## config.mk

```make
export PLATFORM = sky130hd
export DESIGN_NAME = integer_to_ascii_formatter
export DESIGN_NICKNAME = d
export VERILOG_FILES = /design/src/hw/rtl/i2a_pkg.sv /design/src/hw/rtl/i2a_datapath.sv /design/src/hw/rtl/i2a_ctrl.sv /design/src/hw/rtl/integer_to_ascii_formatter.sv
export SDC_FILE = /design/constraint.sdc
export NUM_CORES = 1
export LEC_CHECK = 0
export BUFFER_PORTS_ARGS = -buffer_cell sky130_fd_sc_hd__buf_2
export CORE_MARGIN = 3
export CORE_UTILIZATION = 40
export CTS_CLUSTER_DIAMETER = 60
export CTS_CLUSTER_SIZE = 20
export DETAILED_ROUTE_END_ITERATION = 6
export GPL_TIMING_DRIVEN = 0
export PLACE_DENSITY = 0.67
export SLEW_MARGIN = 30
export SYNTH_ARGS = -nofsm -noshare
export SYNTH_HDL_FRONTEND = slang
export SYNTH_SLANG_ARGS = --single-unit
```

## constraint.sdc

```tcl
create_clock -name clk -period 6.7 [get_ports clk]
set_input_delay 0.67 -clock clk [delete_from_list [all_inputs] [get_ports clk]]
set_output_delay 0.67 -clock clk [all_outputs]
set_load 0.1 [all_outputs]
```

## src/hw/rtl/i2a_pkg.sv

```systemverilog
// ---------------------------------------------------------------------------
// i2a_pkg
// Types and constants shared by the integer to ASCII formatter modules.
// ---------------------------------------------------------------------------
`default_nettype none

package i2a_pkg;

    // Width of the integer that is converted
    localparam int VALUE_BITS  = 32;
    // Decimal digits needed for the widest magnitude
    localparam int DIGIT_DEPTH = VALUE_BITS * 31 / 100 + 1;
    // Hex digits in one value, and the value padded to whole nibbles
    localparam int NIB_COUNT   = (VALUE_BITS + 3) / 4;
    localparam int PAD_BITS    = NIB_COUNT * 4;
    localparam int HEX_BITS    = DIGIT_DEPTH * 4;
    // Index into the digit store and conversion step counter widths
    localparam int DIGIT_IDX_W = $clog2(DIGIT_DEPTH);
    localparam int STEP_W      = (NIB_COUNT > 1) ? $clog2(NIB_COUNT) : 1;

    localparam int DEC_RADIX   = 10;

    // ASCII codes
    localparam logic [6:0] CHAR_MINUS = 7'h2d;
    localparam logic [6:0] CHAR_ZERO  = 7'h30;
    localparam logic [6:0] CHAR_X     = 7'h78;
    localparam logic [6:0] CHAR_A_LC  = 7'h61;

    typedef struct packed {
        logic signed [VALUE_BITS-1:0] value;
        logic                         hex_mode;
    } in_item_t;

    typedef struct packed {
        logic [6:0] char_code;
        logic       last_char;
    } out_item_t;

    // Source of the next output character
    typedef enum logic [1:0] {
        SEL_MINUS,
        SEL_ZERO,
        SEL_X,
        SEL_DIGIT
    } emit_sel_t;

    // Commands from the controller to the datapath
    typedef struct packed {
        logic      load;
        logic      step;
        logic      count;
        logic      emit;
        emit_sel_t sel;
    } dp_cmd_t;

    // Status from the datapath to the controller
    typedef struct packed {
        logic neg;
        logic hex;
        logic step_done;
        logic last_digit;
    } dp_stat_t;

endpackage

`default_nettype wire

```

## src/hw/rtl/i2a_datapath.sv

```systemverilog
// ---------------------------------------------------------------------------
// i2a_datapath
// Magnitude register, BCD digit store with four shift-add-3 steps per cycle,
// leading digit search and the output character register.
// ---------------------------------------------------------------------------
`default_nettype none

module i2a_datapath
    import i2a_pkg::*;
(
    input  wire logic      clk,
    input  wire logic      rst_n,
    input  wire in_item_t  in_data,
    input  wire dp_cmd_t   cmd,
    output dp_stat_t       stat,
    output out_item_t      out_data
);

    logic [PAD_BITS-1:0]    mag_reg;
    logic [PAD_BITS-1:0]    mag_next;
    logic [3:0]             digit_reg [DIGIT_DEPTH];
    logic [3:0]             digit_next [DIGIT_DEPTH];
    logic                   hex_reg;
    logic                   neg_reg;
    logic [STEP_W-1:0]      step_cnt_reg;
    logic [DIGIT_IDX_W-1:0] emit_pos_reg;
    logic [DIGIT_IDX_W-1:0] emit_pos_next;
    out_item_t              out_reg;
    out_item_t              out_next;

    logic [VALUE_BITS-1:0]  raw_value;
    logic                   in_neg;
    logic [VALUE_BITS-1:0]  in_mag;
    logic [HEX_BITS-1:0]    hex_vec;
    logic [3:0]             dab [DIGIT_DEPTH];
    logic [PAD_BITS-1:0]    mag_shift;
    logic [DIGIT_IDX_W-1:0] top_idx;
    logic [3:0]             cur_digit;
    logic [6:0]             digit_char;

    // Decode the input value
    assign raw_value = in_data.value;
    assign in_neg    = raw_value[VALUE_BITS-1] & ~in_data.hex_mode;
    assign in_mag    = in_neg ? (~raw_value + 1'b1) : raw_value;
    assign hex_vec   = HEX_BITS'(raw_value);

    // Four double-dabble steps: adjust every digit, then shift one bit in
    always_comb
    begin
        mag_shift = mag_reg;
        for (int i = 0; i < DIGIT_DEPTH; i++)
        begin
            dab[i] = digit_reg[i];
        end
        for (int b = 0; b < 4; b++)
        begin
            for (int i = 0; i < DIGIT_DEPTH; i++)
            begin
                if (dab[i] >= 4'd5)
                begin
                    dab[i] = dab[i] + 4'd3;
                end
            end
            for (int i = DIGIT_DEPTH - 1; i > 0; i--)
            begin
                dab[i] = {dab[i][2:0], dab[i-1][3]};
            end
            dab[0]    = {dab[0][2:0], mag_shift[PAD_BITS-1]};
            mag_shift = mag_shift << 1;
        end
    end

    // Find the most significant nonzero digit
    always_comb
    begin
        top_idx = '0;
        for (int i = 0; i < DIGIT_DEPTH; i++)
        begin
            if (digit_reg[i] != 4'd0)
            begin
                top_idx = DIGIT_IDX_W'(i);
            end
        end
    end

    // Digit to ASCII
    assign cur_digit  = digit_reg[emit_pos_reg];
    assign digit_char = (cur_digit < 4'(DEC_RADIX))
                        ? (CHAR_ZERO + {3'b000, cur_digit})
                        : (CHAR_A_LC + {3'b000, cur_digit} - 7'(DEC_RADIX));

    // Next values of the digit store and magnitude
    always_comb
    begin
        mag_next = mag_reg;
        for (int i = 0; i < DIGIT_DEPTH; i++)
        begin
            digit_next[i] = digit_reg[i];
        end
        if (cmd.load)
        begin
            mag_next = PAD_BITS'(in_mag);
            for (int i = 0; i < DIGIT_DEPTH; i++)
            begin
                digit_next[i] = in_data.hex_mode ? hex_vec[4*i +: 4] : 4'd0;
            end
        end
        else if (cmd.step)
        begin
            mag_next = mag_shift;
            for (int i = 0; i < DIGIT_DEPTH; i++)
            begin
                digit_next[i] = dab[i];
            end
        end
    end

    // Next emit position and output character
    always_comb
    begin
        emit_pos_next = emit_pos_reg;
        out_next      = out_reg;
        if (cmd.count)
        begin
            emit_pos_next = top_idx;
        end
        if (cmd.emit)
        begin
            out_next.last_char = 1'b0;
            case (cmd.sel)
                SEL_MINUS: out_next.char_code = CHAR_MINUS;
                SEL_ZERO:  out_next.char_code = CHAR_ZERO;
                SEL_X:     out_next.char_code = CHAR_X;
                default:
                begin
                    out_next.char_code = digit_char;
                    out_next.last_char = (emit_pos_reg == '0);
                    if (emit_pos_reg != '0)
                    begin
                        emit_pos_next = emit_pos_reg - 1'b1;
                    end
                end
            endcase
        end
    end

    // Hold payload registers
    always_ff @(posedge clk)
    begin
        mag_reg <= mag_next;
        out_reg <= out_next;
        for (int i = 0; i < DIGIT_DEPTH; i++)
        begin
            digit_reg[i] <= digit_next[i];
        end
    end

    // Hold per-item control registers
    always_ff @(posedge clk or negedge rst_n)
    begin
        if (!rst_n)
        begin
            hex_reg      <= 1'b0;
            neg_reg      <= 1'b0;
            step_cnt_reg <= '0;
            emit_pos_reg <= '0;
        end
        else
        begin
            emit_pos_reg <= emit_pos_next;
            if (cmd.load)
            begin
                hex_reg      <= in_data.hex_mode;
                neg_reg      <= in_neg;
                step_cnt_reg <= '0;
            end
            else if (cmd.step)
            begin
                step_cnt_reg <= step_cnt_reg + 1'b1;
            end
        end
    end

    assign stat.neg        = neg_reg;
    assign stat.hex        = hex_reg;
    assign stat.step_done  = (step_cnt_reg == STEP_W'(NIB_COUNT - 1));
    assign stat.last_digit = (emit_pos_reg == '0);
    assign out_data        = out_reg;

endmodule

`default_nettype wire

```

## src/hw/rtl/i2a_ctrl.sv

```systemverilog
// ---------------------------------------------------------------------------
// i2a_ctrl
// Sequencer for one conversion: load, convert, find length, then emit the
// prefix and digits through the output register.
// ---------------------------------------------------------------------------
`default_nettype none

module i2a_ctrl
    import i2a_pkg::*;
(
    input  wire logic     clk,
    input  wire logic     rst_n,
    input  wire logic     in_valid,
    output logic          in_ready,
    output logic          out_valid,
    input  wire logic     out_ready,
    input  wire dp_stat_t stat,
    output dp_cmd_t       cmd
);

    typedef enum logic [2:0] {
        ST_IDLE,
        ST_CONV,
        ST_COUNT,
        ST_PRE1,
        ST_PRE2,
        ST_DIGITS
    } state_t;

    state_t state_reg;
    state_t state_next;
    logic   out_valid_reg;
    logic   out_valid_next;
    logic   can_emit;

    // Output slot is free or drains this cycle
    assign can_emit = ~out_valid_reg | out_ready;
    assign in_ready = (state_reg == ST_IDLE);

    // Commands and next state
    always_comb
    begin
        cmd        = '{load: 1'b0, step: 1'b0, count: 1'b0, emit: 1'b0, sel: SEL_DIGIT};
        state_next = state_reg;
        unique case (state_reg)
            ST_IDLE:
            begin
                if (in_valid)
                begin
                    cmd.load = 1'b1;
                    state_next = ST_CONV;
                end
            end
            ST_CONV:
            begin
                // Hex digits are loaded directly; decimal runs the BCD steps
                if (stat.hex)
                begin
                    state_next = ST_COUNT;
                end
                else
                begin
                    cmd.step = 1'b1;
                    if (stat.step_done)
                    begin
                        state_next = ST_COUNT;
                    end
                end
            end
            ST_COUNT:
            begin
                cmd.count = 1'b1;
                state_next = (stat.hex || stat.neg) ? ST_PRE1 : ST_DIGITS;
            end
            ST_PRE1:
            begin
                if (can_emit)
                begin
                    cmd.emit = 1'b1;
                    cmd.sel  = stat.hex ? SEL_ZERO : SEL_MINUS;
                    state_next = stat.hex ? ST_PRE2 : ST_DIGITS;
                end
            end
            ST_PRE2:
            begin
                if (can_emit)
                begin
                    cmd.emit = 1'b1;
                    cmd.sel  = SEL_X;
                    state_next = ST_DIGITS;
                end
            end
            ST_DIGITS:
            begin
                if (can_emit)
                begin
                    cmd.emit = 1'b1;
                    cmd.sel  = SEL_DIGIT;
                    if (stat.last_digit)
                    begin
                        state_next = ST_IDLE;
                    end
                end
            end
            default:
            begin
                state_next = ST_IDLE;
            end
        endcase
    end

    // Output valid: set on emit, drop when taken
    always_comb
    begin
        out_valid_next = out_valid_reg;
        if (cmd.emit)
        begin
            out_valid_next = 1'b1;
        end
        else if (out_ready)
        begin
            out_valid_next = 1'b0;
        end
    end

    always_ff @(posedge clk or negedge rst_n)
    begin
        if (!rst_n)
        begin
            state_reg     <= ST_IDLE;
            out_valid_reg <= 1'b0;
        end
        else
        begin
            state_reg     <= state_next;
            out_valid_reg <= out_valid_next;
        end
    end

    assign out_valid = out_valid_reg;

    // Never overwrite a character that is still waiting
    a_no_overwrite: assert property (@(posedge clk) disable iff (!rst_n)
        cmd.emit |-> (!out_valid_reg || out_ready))
        else $error("character emitted over a stalled output");

    // The final digit leaves the block idle with the character on offer
    a_last_idle: assert property (@(posedge clk) disable iff (!rst_n)
        (cmd.emit && cmd.sel == SEL_DIGIT && stat.last_digit)
        |=> (state_reg == ST_IDLE && out_valid_reg))
        else $error("conversion did not end after its last digit");

    // No new item while a conversion is under way
    a_load_idle: assert property (@(posedge clk) disable iff (!rst_n)
        cmd.load |-> (!cmd.emit && !cmd.step && state_reg == ST_IDLE))
        else $error("item loaded during a conversion");

    // The final BCD step hands over to the length search
    a_conv_done: assert property (@(posedge clk) disable iff (!rst_n)
        (cmd.step && stat.step_done) |=> (state_reg == ST_COUNT))
        else $error("conversion steps overran");

endmodule

`default_nettype wire

```

## src/hw/rtl/integer_to_ascii_formatter.sv

```systemverilog
// ---------------------------------------------------------------------------
// integer_to_ascii_formatter
// Converts a signed integer to decimal or 0x-prefixed hex ASCII text.
// ---------------------------------------------------------------------------
// One item is converted at a time. After the input is taken, a decimal value
// passes through the conversion state, where the BCD converter shifts four
// bits per cycle, and then the state that finds its leading digit; a hex
// value is loaded directly but passes through both states as well. The text
// then leaves one character per cycle while the output is ready. The last
// character of the text carries last_char. The input is taken again once
// the last character sits in the output register.
`default_nettype none

module integer_to_ascii_formatter
    import i2a_pkg::*;
(
    input  wire logic      clk,
    input  wire logic      rst_n,
    input  wire logic      in_valid,
    output logic           in_ready,
    input  wire in_item_t  in_data,
    output logic           out_valid,
    input  wire logic      out_ready,
    output out_item_t      out_data
);

    dp_cmd_t  cmd;
    dp_stat_t stat;

    i2a_ctrl u_ctrl (
        .clk       (clk),
        .rst_n     (rst_n),
        .in_valid  (in_valid),
        .in_ready  (in_ready),
        .out_valid (out_valid),
        .out_ready (out_ready),
        .stat      (stat),
        .cmd       (cmd)
    );

    i2a_datapath u_datapath (
        .clk      (clk),
        .rst_n    (rst_n),
        .in_data  (in_data),
        .cmd      (cmd),
        .stat     (stat),
        .out_data (out_data)
    );

endmodule

`default_nettype wire
```

==> results by group <==
Logic synthesis
  – Post-Syn Instances: 1250
  – Cell Area, Synth: 9890 um^2
  – Post-Synth Simple-Gate Area: 21.9%
  – Syn Nets: approximately 1300
  – Most used flip-flop cell after synthesis: edfxtp_1
  – Synth cell types: 86
  – Mux cell area share after synthesis: 6.87%
  – Register area share after synthesis: 26.8%
  – Post-Synth XOR/XNOR Area: 4.52%
  – Largest family of logic cells by synthesized area: compound AO/OA/AOI/OAI gates
  – Synth warn: 0
  – Yosys reg bits: 93
  – Number of synthesized flops with an enable pin: 72
  – Syn avg cell area: 7.91 um^2
  – Adder-cell share of the synthesized area: approximately 7.6%
  – Compound-Gate Fraction of Synth Area: around 28%
  – Post-synth ARST share: around 14%

Clocking
  – Clk slew on worst S/H paths: 0.07 ns
  – Post_cts resized: 0
  – Hold buffers post-CTS: 0
  – Clock Tree Root: clkbuf_16
  – Num CTS Buffers: 9
  – Worst-Skew Late Latency: 0.34 ns
  – TritonCTS clock tree: done
  – Clock H-tree levels: 3
  – Setup Buffers After CTS: 0
  – Clk sinks: 93
  – Clock buffer depth: 2

Drt
  – Violation count after the first detailed-route iteration: 819
  – Initial DRT Pass Iterations: 6
  – Top Metal Used: met4
  – Wl on met1: 12700 um
  – Drt wl/cell: 17.2 um
  – Metal2 WL: 12700 um
  – Final WL: 28100 um
  – Vias after detailed routing: about 9700
  – Post-route ant nets: 0
  – DRC: 0
  – Vias per std cell: 5.94
  – Met3 WL: 2000 um

Hold path
  – Hold Path Class: primary input to asynchronous set/reset pin

STA
  – Final cycle utilization of the critical path: about 70%
  – Setup Skew: 0.0124 ns
  – Final Hold Vio Count: 0
  – Final setup violation count: 0
  – Max-slew headroom: approximately 33%
  – Sum of negative setup slack: 0 ns
  – Final Critical Period: 4.64 ns
  – Hold_ws: 0.238 ns
  – Unrepaired setup endpoints after global routing: false
  – Worst-margin pin slew: 1.00 ns
  – Max Freq: 215 MHz
  – Max-slew violations: 0

Placement
  – Post-DP HPWL: 21800 um
  – GP Congestion: 0.948
  – PortBufs: 46

Final layout
  – Nets: 1400
  – Largest register FFs: 40
  – Reg area: 2650 um^2
  – Most frequent cells in the layout: 160 x nand2_1, 123 x o21ai_0, 93 x nor2_1, 86 x a21oi_1, 72 x edfxtp_1
  – Multi-input gate area in the final layout: 6780 um^2
  – Synth-to-Final Area Change: 9.96%
  – Antenna Cells: 0
  – Most common cell after layout, fill and taps aside: nand2_1
  – Layout cells sized above 1: 8.76%
  – Fill cell count: 2328

Global route
  – Vias in the first global route: 8755
  – First-pass GRT wire length: 45100 um
  – GRT Util Overall: about a fifth
  – Initial antenna violation count: 0
  – Largest net degree at the start of global routing: 37
  – Overflow after GRT: 0

Run
  – Max cap viols: 0

Floorplan
  – Die W: around 160 um
  – Full die area: 26600 um^2
  – Rows: 56
  – Height of the die: 163 um
  – I/O Pins: 47
  – Core Box Area: 23900 um^2
  – Initial Util: between 40 and 50%

Worst setup path
  – Most used cell, CP: ha_1
  – CP max stage cell: edfxtp_1
  – Delay-heaviest family, CP: compound AO/OA/AOI/OAI gates
  – Crit start category: register
  – FF-to-FF path depth: 20
  – RR Startpoint: u_datapath.digit_reg[7][0]$_DFFE_PP_
  – Number of buffers and inverters on the critical path: 2
  – Critical Path AT: just under 5 ns
  – Critical Setup Path Class: register to register
  – Critical path required time: around 6.9 ns
  – Max incr delay on CP: 0.51 ns
  – CP max FO: 7
  – Cell Chain, Critical Path: inv_1 > ha_1 > nor2b_1 > nor3_1 > a21oi_1 > ha_1 > nor2b_1 > o21a_1 > xnor2_1 > ha_1 > nand2b_1 > o2111a_1 > a311oi_2 > xnor2_1 > inv_1 > ha_1 > nand2b_1 > a21oi_1 > mux2i_1 > o21ai_0
  – Crit end category: register
  – Worst reg2reg setup slack: 2.06 ns
  – RR Endpoint: u_datapath.digit_reg[8][2]$_SDFFE_PP0P_

Outcome
  – Status: finished clean
[synthesized netlist by cell type (9+ instances only)]
| master | number | area [um^2] |
|---|---|---|
| nand2_1 | 160 | 601 |
| o21ai_0 | 123 | 616 |
| nor2_1 | 93 | 349 |
| a21oi_1 | 86 | 430 |
| edfxtp_1 | 72 | 2160 |
| inv_1 | 63 | 236 |
| ha_1 | 55 | 688 |
| clkbuf_1 | 44 | 165 |
| xnor2_1 | 36 | 315 |
| nand3_1 | 35 | 175 |
| mux2i_1 | 33 | 330 |
| nand2b_1 | 30 | 188 |
| nor3_1 | 30 | 150 |
| o211ai_1 | 21 | 158 |
| nor2b_1 | 18 | 113 |
| and2_1 | 17 | 106 |
| a211oi_1 | 16 | 120 |
| a31oi_1 | 15 | 93.8 |
| and3_1 | 15 | 93.8 |
| mux2_2 | 15 | 169 |
| xor2_1 | 15 | 131 |
| or3_1 | 14 | 87.6 |
| dfrtp_1 | 13 | 325 |
| a21o_1 | 10 | 75.1 |
| a22o_1 | 10 | 87.6 |
| nor3b_1 | 9 | 67.6 |
| o21a_1 | 9 | 67.6 |
| o31ai_1 | 9 | 67.6 |
[cell families (layout without fill, tap and decap cells)]
kind of cell | Yosys count | after routing
AND/OR/NAND/NOR | 454 | 454
multiplexers | 56 | 56
AO/OA/AOI/OAI | 413 | 413
flip-flops | 93 | 93
adder cells (fa/ha/maj) | 61 | 61
buffers and inverters | 121 | 184
XOR/XNOR | 51 | 51
other | 1 | 1
[area by class of cell]
class                   count  share of cell area (%)
well taps                 319                    3.67
multi-input cells        1036                    62.4
plain buffers              57                    2.03
inverters                  64                    2.23
flip-flops and latches     93                    24.3
repair buffers             47                    2.30
clock inverters             6                   0.863
clock buffers              10                    2.20
[worst max path at each step]
stage                                          from                                 endpoint  slack [ns]  cells past startpoint
4_1_cts        u_datapath.digit_reg[7][0]$_DFFE_PP_  u_datapath.digit_reg[8][2]$_SDFFE_PP0P_        2.05                     20
6_report       u_datapath.digit_reg[7][0]$_DFFE_PP_  u_datapath.digit_reg[8][2]$_SDFFE_PP0P_        2.06                     20
3_5_place_dp   u_datapath.digit_reg[7][0]$_DFFE_PP_  u_datapath.digit_reg[8][2]$_SDFFE_PP0P_        2.08                     20
5_1_grt        u_datapath.digit_reg[7][1]$_DFFE_PP_  u_datapath.digit_reg[8][2]$_SDFFE_PP0P_        1.67                     20
3_3_place_gp   u_datapath.digit_reg[7][0]$_DFFE_PP_  u_datapath.digit_reg[8][1]$_SDFFE_PP0P_        2.10                     20
2_1_floorplan       u_ctrl.state_reg[1]$_DFFE_PN0P_     u_datapath.digit_reg[0][0]$_DFFE_PP_        1.80                      5
[per-layer routing]
| layer | global-route usage, % | vias up |
|---|---|---|
| met5 | 0 | - |
| met4 | 5.77 | 0 |
| met3 | 2.08 | 40 |
| met2 | 33.1 | 348 |
| met1 | 29.7 | 4527 |
| li1 | - | 4774 |
[metrics by stage]
| step | std cells | setup WS [ns] | cell area, um^2 | utilization, % |
|---|---|---|---|---|
| after CTS | 1632 | 2.05 | 10900 | 45.5 |
| after floorplan | 1250 | 1.80 | 9890 | - |
| after detailed placement | 1616 | 2.08 | 10500 | 44.1 |
| after global placement | 1615 | 2.10 | 10500 | 44.0 |
| final | 1632 | 2.06 | 10900 | 45.5 |
| after global routing | 1632 | 1.67 | 10900 | 45.5 |
Power is left out: the tool's default activity adds up to more than one toggle a clock period on the data nets, which glitch-free logic cannot reach.
